## config.mk

```make
export PLATFORM = sky130hd
export DESIGN_NAME = point_in_polygon_crossing_unit
export DESIGN_NICKNAME = d
export VERILOG_FILES = /design/src/sv/pip_pkg.sv /design/src/sv/pip_edge_unit.sv /design/src/sv/point_in_polygon_crossing_unit.sv
export SDC_FILE = /design/constraint.sdc
export NUM_CORES = 1
export LEC_CHECK = 0
export ABC_AREA = 1
export BUFFER_PORTS_ARGS = -buffer_cell sky130_fd_sc_hd__buf_4
export CAP_MARGIN = 30
export CORE_ASPECT_RATIO = 1.5
export CORE_MARGIN = 1
export CORE_UTILIZATION = 55
export DETAILED_ROUTE_END_ITERATION = 12
export PLACE_DENSITY_LB_ADDON = 0.05
export SETUP_SLACK_MARGIN = 0.1
export SYNTH_ARGS = -nofsm -noshare
export SYNTH_HDL_FRONTEND = slang
export SYNTH_HIERARCHICAL = 1
export SYNTH_SLANG_ARGS = --single-unit
export TNS_END_PERCENT = 5
```

## constraint.sdc

```tcl
create_clock -name aclk -period 14.04 [get_ports aclk]
set_input_delay 3.51 -clock aclk [delete_from_list [all_inputs] [get_ports aclk]]
set_output_delay 3.51 -clock aclk [all_outputs]
set_load 0.02 [all_outputs]
```

## src/sv/pip_pkg.sv

```systemverilog
// Shared types and defaults for the point-in-polygon crossing unit.
package pip_pkg;

    // Default coordinate width.
    localparam int COORD_BITS_DEF = 16;

    // Control sequencer states.
    typedef enum logic [2:0] {
        ST_IDLE,
        ST_ROUTE,
        ST_WAIT1,
        ST_NEXT,
        ST_WAIT2,
        ST_RESULT
    } pip_state_t;

    // Status returned by the edge unit.
    typedef struct packed {
        logic done;
        logic hit;
    } pip_edge_stat_t;

endpackage

```

## src/sv/pip_edge_unit.sv

```systemverilog
// Bit-serial edge crossing test: shift-add evaluation of d*den - a*dx, one bit per cycle.
module pip_edge_unit #(
    parameter int COORD_BITS = pip_pkg::COORD_BITS_DEF
) (
    input  logic                         aclk,
    input  logic                         aresetn,
    input  logic                         start,
    input  logic signed [COORD_BITS-1:0] ax,
    input  logic signed [COORD_BITS-1:0] ay,
    input  logic signed [COORD_BITS-1:0] bx,
    input  logic signed [COORD_BITS-1:0] by,
    input  logic signed [COORD_BITS-1:0] qx,
    input  logic signed [COORD_BITS-1:0] qy,
    output pip_pkg::pip_edge_stat_t      stat
);

    localparam int DW = COORD_BITS + 1;          // difference width
    localparam int AW = 2 * COORD_BITS + 4;      // accumulator width
    localparam int CW = $clog2(COORD_BITS + 2);  // bit counter width

    logic          busy_reg;
    logic [CW-1:0] cnt_reg;
    logic          qual_reg;
    logic          vert_reg;
    logic [DW-1:0] d_reg;
    logic [DW-1:0] dx_reg;
    logic [DW-1:0] den_reg;
    logic [DW-1:0] den_sh_reg;
    logic [DW-1:0] num_sh_reg;
    logic [AW-1:0] acc_reg;

    logic [AW-1:0] acc_next;
    logic [DW-1:0] den_raw;
    logic [DW-1:0] den_abs;
    logic [DW-1:0] a_abs;
    logic [DW-1:0] a_pos;
    logic [DW-1:0] a_neg;
    logic signed [COORD_BITS-1:0] miny;
    logic signed [COORD_BITS-1:0] maxy;
    logic signed [COORD_BITS-1:0] maxx;
    logic          qual_now;
    logic [AW-1:0] d_ext;
    logic [AW-1:0] dx_ext;
    logic [AW-1:0] den_ext;
    logic [AW-1:0] diff;
    logic          cmp;

    // Set up the edge: range tests and normalized operands.
    always_comb begin
        miny     = (ay < by) ? ay : by;
        maxy     = (ay < by) ? by : ay;
        maxx     = (ax < bx) ? bx : ax;
        qual_now = (qy > miny) && (qy <= maxy) && (qx <= maxx) && (ay != by);
        den_raw  = {by[COORD_BITS-1], by} - {ay[COORD_BITS-1], ay};
        den_abs  = den_raw[DW-1] ? (~den_raw + DW'(1)) : den_raw;
        a_pos    = {qy[COORD_BITS-1], qy} - {ay[COORD_BITS-1], ay};
        a_neg    = {ay[COORD_BITS-1], ay} - {qy[COORD_BITS-1], qy};
        a_abs    = den_raw[DW-1] ? a_neg : a_pos;
    end

    // Shift-add step: acc = 2*acc + den bit * d - num bit * dx.
    always_comb begin
        d_ext    = {{(AW-DW){d_reg[DW-1]}}, d_reg};
        dx_ext   = {{(AW-DW){dx_reg[DW-1]}}, dx_reg};
        den_ext  = {{(AW-DW){1'b0}}, den_reg};
        acc_next = {acc_reg[AW-2:0], 1'b0}
                 + (den_sh_reg[DW-1] ? d_ext : '0)
                 - (num_sh_reg[DW-1] ? dx_ext : '0);
    end

    // Final compare: floor case for dx >= 0, ceiling case for dx < 0.
    always_comb begin
        diff = acc_reg - den_ext;
        cmp  = dx_reg[DW-1] ? diff[AW-1] : (acc_reg[AW-1] || (acc_reg == '0));
        stat.done = busy_reg && (cnt_reg == '0);
        stat.hit  = qual_reg && (vert_reg || cmp);
    end

    // Control: load on start, count bits, drop busy after the result cycle.
    always_ff @(posedge aclk) begin
        if (!aresetn) begin
            busy_reg <= 1'b0;
            cnt_reg  <= '0;
        end else if (start) begin
            busy_reg <= 1'b1;
            cnt_reg  <= CW'(DW);
        end else if (busy_reg) begin
            if (cnt_reg == '0) begin
                busy_reg <= 1'b0;
            end else begin
                cnt_reg <= cnt_reg - CW'(1);
            end
        end
    end

    // Datapath: operands on start, then one bit per cycle.
    always_ff @(posedge aclk) begin
        if (start) begin
            qual_reg   <= qual_now;
            vert_reg   <= (ax == bx);
            d_reg      <= {qx[COORD_BITS-1], qx} - {ax[COORD_BITS-1], ax};
            dx_reg     <= {bx[COORD_BITS-1], bx} - {ax[COORD_BITS-1], ax};
            den_reg    <= den_abs;
            den_sh_reg <= den_abs;
            num_sh_reg <= a_abs;
            acc_reg    <= '0;
        end else if (busy_reg && (cnt_reg != '0)) begin
            acc_reg    <= acc_next;
            den_sh_reg <= {den_sh_reg[DW-2:0], 1'b0};
            num_sh_reg <= {num_sh_reg[DW-2:0], 1'b0};
        end
    end

    // A new edge never starts over one in flight.
    a_start_idle: assert property (@(posedge aclk) disable iff (!aresetn)
        start |-> !busy_reg)
        else $error("edge started while busy");

    // Done lasts exactly one cycle.
    a_done_pulse: assert property (@(posedge aclk) disable iff (!aresetn)
        stat.done |=> !stat.done)
        else $error("edge done held");

endmodule

```

## src/sv/point_in_polygon_crossing_unit.sv

```systemverilog
// Top level of the crossing-number point-in-polygon unit.
//
// Usage: polygon vertices arrive one per beat on the s_ channel. A beat with
// s_first_vertex restarts the test and samples s_query_x/s_query_y; each
// later beat adds the edge from the previous vertex. A beat with
// s_last_vertex also adds the closing edge back to the first vertex and
// produces one m_ beat carrying m_inside_res (1 = crossing count odd).
// Each edge runs through a bit-serial shift-add unit: a setup step,
// COORD_BITS+1 bit steps and a compare step. One item is in work at a
// time. The result sits in an output register, so the next beat is taken
// while it waits; if a second result is ready before the first is taken,
// the unit holds until m_ready frees the register.
// Reset clears the first and previous vertices, the query point and the
// parity to zero (the current vertex is not reset) and empties the output
// register.
module point_in_polygon_crossing_unit #(
    parameter int COORD_BITS = pip_pkg::COORD_BITS_DEF
) (
    input  logic                         aclk,
    input  logic                         aresetn,
    input  logic                         s_valid,
    output logic                         s_ready,
    input  logic signed [COORD_BITS-1:0] s_query_x,
    input  logic signed [COORD_BITS-1:0] s_query_y,
    input  logic signed [COORD_BITS-1:0] s_vertex_x,
    input  logic signed [COORD_BITS-1:0] s_vertex_y,
    input  logic                         s_first_vertex,
    input  logic                         s_last_vertex,
    output logic                         m_valid,
    input  logic                         m_ready,
    output logic                         m_inside_res
);

    pip_pkg::pip_state_t state_reg;
    pip_pkg::pip_state_t state_next;

    logic signed [COORD_BITS-1:0] start_x_reg;
    logic signed [COORD_BITS-1:0] start_y_reg;
    logic signed [COORD_BITS-1:0] prev_x_reg;
    logic signed [COORD_BITS-1:0] prev_y_reg;
    logic signed [COORD_BITS-1:0] cur_x_reg;
    logic signed [COORD_BITS-1:0] cur_y_reg;
    logic signed [COORD_BITS-1:0] hq_x_reg;
    logic signed [COORD_BITS-1:0] hq_y_reg;
    logic                         first_reg;
    logic                         last_reg;
    logic                         parity_reg;
    logic                         parity_next;
    logic                         m_valid_reg;
    logic                         m_valid_next;
    logic                         m_inside_res_reg;
    logic                         m_inside_res_next;

    logic                         accept;
    logic                         adv_prev;
    logic                         e_start;
    logic signed [COORD_BITS-1:0] e_ax;
    logic signed [COORD_BITS-1:0] e_ay;
    logic signed [COORD_BITS-1:0] e_bx;
    logic signed [COORD_BITS-1:0] e_by;
    pip_pkg::pip_edge_stat_t      e_stat;

    assign s_ready      = (state_reg == pip_pkg::ST_IDLE);
    assign accept       = s_valid && s_ready;
    assign m_valid      = m_valid_reg;
    assign m_inside_res = m_inside_res_reg;

    pip_edge_unit #(
        .COORD_BITS (COORD_BITS)
    ) u_edge (
        .aclk    (aclk),
        .aresetn (aresetn),
        .start   (e_start),
        .ax      (e_ax),
        .ay      (e_ay),
        .bx      (e_bx),
        .by      (e_by),
        .qx      (hq_x_reg),
        .qy      (hq_y_reg),
        .stat    (e_stat)
    );

    // Sequence the edges of one item and hand off the result.
    always_comb begin
        state_next        = state_reg;
        parity_next       = parity_reg;
        m_valid_next      = m_valid_reg && !m_ready;
        m_inside_res_next = m_inside_res_reg;
        adv_prev          = 1'b0;
        e_start           = 1'b0;
        e_ax              = prev_x_reg;
        e_ay              = prev_y_reg;
        e_bx              = cur_x_reg;
        e_by              = cur_y_reg;
        case (state_reg)
            pip_pkg::ST_IDLE: begin
                if (accept) begin
                    state_next = pip_pkg::ST_ROUTE;
                    if (s_first_vertex) begin
                        parity_next = 1'b0;
                    end
                end
            end
            pip_pkg::ST_ROUTE: begin
                if (first_reg) begin
                    adv_prev   = 1'b1;
                    state_next = pip_pkg::ST_NEXT;
                end else begin
                    e_start    = 1'b1;
                    state_next = pip_pkg::ST_WAIT1;
                end
            end
            pip_pkg::ST_WAIT1: begin
                if (e_stat.done) begin
                    parity_next = parity_reg ^ e_stat.hit;
                    adv_prev    = 1'b1;
                    state_next  = pip_pkg::ST_NEXT;
                end
            end
            pip_pkg::ST_NEXT: begin
                e_ax = cur_x_reg;
                e_ay = cur_y_reg;
                e_bx = start_x_reg;
                e_by = start_y_reg;
                if (last_reg) begin
                    e_start    = 1'b1;
                    state_next = pip_pkg::ST_WAIT2;
                end else begin
                    state_next = pip_pkg::ST_IDLE;
                end
            end
            pip_pkg::ST_WAIT2: begin
                if (e_stat.done) begin
                    parity_next = parity_reg ^ e_stat.hit;
                    state_next  = pip_pkg::ST_RESULT;
                end
            end
            pip_pkg::ST_RESULT: begin
                if (!m_valid_reg || m_ready) begin
                    m_valid_next      = 1'b1;
                    m_inside_res_next = parity_reg;
                    state_next        = pip_pkg::ST_IDLE;
                end
            end
            default: begin
                state_next = pip_pkg::ST_IDLE;
            end
        endcase
    end

    // Hold state, parity and output beat.
    always_ff @(posedge aclk) begin
        if (!aresetn) begin
            state_reg   <= pip_pkg::ST_IDLE;
            parity_reg  <= 1'b0;
            m_valid_reg <= 1'b0;
        end else begin
            state_reg   <= state_next;
            parity_reg  <= parity_next;
            m_valid_reg <= m_valid_next;
        end
        m_inside_res_reg <= m_inside_res_next;
    end

    // Hold the polygon context.
    always_ff @(posedge aclk) begin
        if (!aresetn) begin
            start_x_reg <= '0;
            start_y_reg <= '0;
            prev_x_reg  <= '0;
            prev_y_reg  <= '0;
            hq_x_reg    <= '0;
            hq_y_reg    <= '0;
        end else begin
            if (accept && s_first_vertex) begin
                start_x_reg <= s_vertex_x;
                start_y_reg <= s_vertex_y;
                hq_x_reg    <= s_query_x;
                hq_y_reg    <= s_query_y;
            end
            if (adv_prev) begin
                prev_x_reg <= cur_x_reg;
                prev_y_reg <= cur_y_reg;
            end
        end
    end

    // Capture the current vertex beat.
    always_ff @(posedge aclk) begin
        if (accept) begin
            cur_x_reg <= s_vertex_x;
            cur_y_reg <= s_vertex_y;
            first_reg <= s_first_vertex;
            last_reg  <= s_last_vertex;
        end
    end

    // Edge results only arrive while the sequencer waits for them.
    a_done_in_wait: assert property (@(posedge aclk) disable iff (!aresetn)
        e_stat.done |-> (state_reg == pip_pkg::ST_WAIT1 || state_reg == pip_pkg::ST_WAIT2))
        else $error("edge result outside wait state");

    // A result is loaded only when the output register is free.
    a_no_overwrite: assert property (@(posedge aclk) disable iff (!aresetn)
        (state_reg == pip_pkg::ST_RESULT && m_valid_reg && !m_ready)
        |=> (state_reg == pip_pkg::ST_RESULT))
        else $error("result overwrote pending beat");

    // A first vertex clears the parity before any edge is added.
    a_first_clears: assert property (@(posedge aclk) disable iff (!aresetn)
        (accept && s_first_vertex) |=> !parity_reg)
        else $error("parity not cleared on first vertex");

endmodule
```

==> impl_metrics.py <==
metrics = {
    "status": {
        "outcome": "completed",
    },
    "sta": {
        "slew_headroom_pct": 28.5,
        "finalHoldViolations": 0,
        "worst_slew_pin_slew_ns": 1.07,
        "fin_tns_setup_ns": 0,
        "fmax_mhz": 167,
        "clock-skew-final_ns": 0.0263,
        "final.min_clock_period_ns": 5.99,
        "finalWorstSetupSlack_ns": 8.05,
        "rsz0062_at_grt": "false",
        "post-route-period-util_pct": 42.7,
        "drv_slew": 0,
        "setup_viol": 0,
    },
    "routing": {
        "routedWlPerCell_um": 16.7,
        "drc": 0,
        "drtAntennaViolNets": 0,
        "wirelength_mm": 56.8,
        "detail_route.iter0.violations": 1418,
        "via_per_inst": 5.44,
        "dr.pass1.iters": 6,
        "vias": 18500,
    },
    "placed_design": {
        "hpwl_mm": 44.1,
        "placed_area_mm2": 0.0217,
        "gp_congestion": 0.988,
        "io_buffers": 72,
        "pre_cts_ws_ns": 8.12,
        "post-place-cells": 3349,
    },
    "worst_setup_path": {
        "crit_type": "reg2reg",
        "crit_slowest_cell": "nand2_2",
        "cp.buffers_inverters": 4,
        "start_kind": "register",
        "critPathRequiredTime_ns": 14.38,
        "cp-end-kind": "register",
        "crit_arrival_ns": 6.32,
        "max_stage_delay_ns": 0.61,
        "r2r_setup_slack_ns": 8.05,
        "crit_top_cell": "nand2_1",
        "path_max_fanout": 65,
        "critPathTopFamily": "simple AND/OR/NAND/NOR gates",
    },
    "synthesis": {
        "synth-edff-count": 122,
        "synthCells": 2874,
        "ys.warnings.count": 6,
        "async_reset_ff_share_pct": 0,
        "syn_area_per_cell_um2": 7.29,
        "yosysUniqueCellTypes": 54,
        "synth-seq-cells": 265,
        "synth_nets": 3168,
        "yosysSeqAreaShare_pct": 31.1,
        "synth_flop_cell": "dfxtp_1",
        "synth_area_mm2": 0.0210,
    },
    "clocking": {
        "clk_pin_slew_ns": 0.06,
        "cts_root_buf": "clkbuf_16",
        "tritoncts": "built",
        "cts_sinks": 265,
        "cts_buffer_depth": 3,
        "cts_resized": 0,
        "worst_skew_pair.late_latency_ns": 0.59,
        "post_cts_buffers": 0,
        "ctsHoldBuffers": 0,
        "cts.htree.levels": 1,
        "cts_made_buffers": 29,
    },
    "global_routing": {
        "grt_pass1_wl_mm": 91.5,
        "grt_antenna_before_repair": 0,
        "grt_pass1_vias": 17700,
        "overflow": 0,
        "grtUsageTotal_pct": 29.3,
        "grt_max_degree": 73,
    },
    "power": {
        "leakagePower_nw": 10.8,
        "powerDensity_mw_per_mm2": 222,
        "ir_worst_vdd_mv": 0.131,
        "power.total_mw": 5.05,
    },
    "floorplan": {
        "die_w_um": 161,
        "start_util_pct": 55.8,
        "rows": 87,
        "dieArea_mm2": 0.0389,
        "die_h_um": 241,
        "coreArea_mm2": 0.0376,
        "ios": 73,
    },
    "final_layout": {
        "area_growth_pct": 8.45,
        "diodes": 0,
        "mostFrequentLayoutCell": "nand2_1",
        "mostFrequentLayoutCells": "789 x nand2_1, 400 x inv_1, 245 x nor2_1",
        "design_area_mm2": 0.0227,
        "fin_nets": 3186,
        "largest_reg_flops": 36,
        "drive_above_1_share_pct": 9.57,
        "instances_no_fill": 3403,
    },
    "hold_path": {
        "worstHoldPathType": "reg2reg",
    },
    "run": {
        "drv_cap": 0,
    },
}
==> Yosys cell counts, drive strengths merged (28+ instances only) <==
library cell  instances  area (um2)
clkbuf               56         210
nor2                252         993
inv                 407        1530
nand2               802        3050
edfxtp              122        3660
ha                  184        2300
buf                  46         317
nand3               174        1140
a21oi               268        1550
o21ai               138         691
fa                   40         801
xnor2                28         260
dfxtp               143        2860
xor2                 57         507
==> where the power goes <==
group	switching (mW)	leakage, nW	internal [mW]
clock	0.333	0.466	0.448
sequential	0.0970	2.30	1.02
combinational	2.08	8.06	1.07
total	2.51	10.8	2.54
==> layer usage <==
metal	routed length, um	share of wire (%)	global-route usage [%]	up-vias
li1	-	-	-	9361
met1	25600	45	39.0	8549
met2	27300	48	50.5	506
met3	2480	4.4	2.46	88
met4	1430	2.5	8.69	0
met5	0	0	0	-
==> through the flow <==
step,utilization [%],hold WS [ns]
floorplan,-,0.440
global placement,57.8,0.458
detailed placement,57.9,0.457
CTS,60.5,0.469
global route,60.5,0.489
finish,60.5,0.468
==> worst register-to-register path: stages (launching register included) <==
cell and delay [ns]:
dfxtp_1 0.47, inv_2 0.13, nand3_2 0.08, buf_4 0.53, inv_2 0.23, buf_4 0.36, nand2_1 0.12, nand2_1 0.12
ha_1 0.50, nand2_1 0.17, nor2_1 0.11, nand2_1 0.07, nand3_2 0.09, nand2_1 0.08, nand2_1 0.09, nand2_1 0.07
o221ai_2 0.15, nand2_2 0.62, nor2_1 0.33, a21oi_1 0.08, ha_1 0.43, nand2_1 0.14, nor4_1 0.52, a21oi_1 0.13
nand2_1 0.08, nor2_1 0.04
==> path summary, 6_finish.rpt <==
kind | start | cells past startpoint | to
max | state_reg[2] | 25 | u_edge/qual_reg
min | start_x_reg[3] | 2 | start_x_reg[3]
max reg2reg | state_reg[2] | 25 | u_edge/qual_reg
min reg2reg | start_x_reg[3] | 2 | start_x_reg[3]
==> logic make-up (layout without fill, tap and decap cells) <==
logic type	Yosys count	in the layout	share of synthesized area [%]
AOI/OAI and AO/OA	487	487	13.6
xor gates and xnor gates	85	85	3.66
and+or+nand+nor	1304	1304	27.0
DFF	265	265	31.1
adders and majority gates	224	224	14.8
buffers and inverters	509	549	9.80
==> area by class of cell <==
class | count | area [um2]
timing repair buffer | 89 | 708
clock buffer | 41 | 822
sequential | 265 | 6530
tap | 489 | 612
fill | 3477 | 14800
inverter | 407 | 1530
multi-input combinational | 2100 | 12400
clock inverter | 12 | 140
No activity file was read; power rests on OpenSTA's default activity.
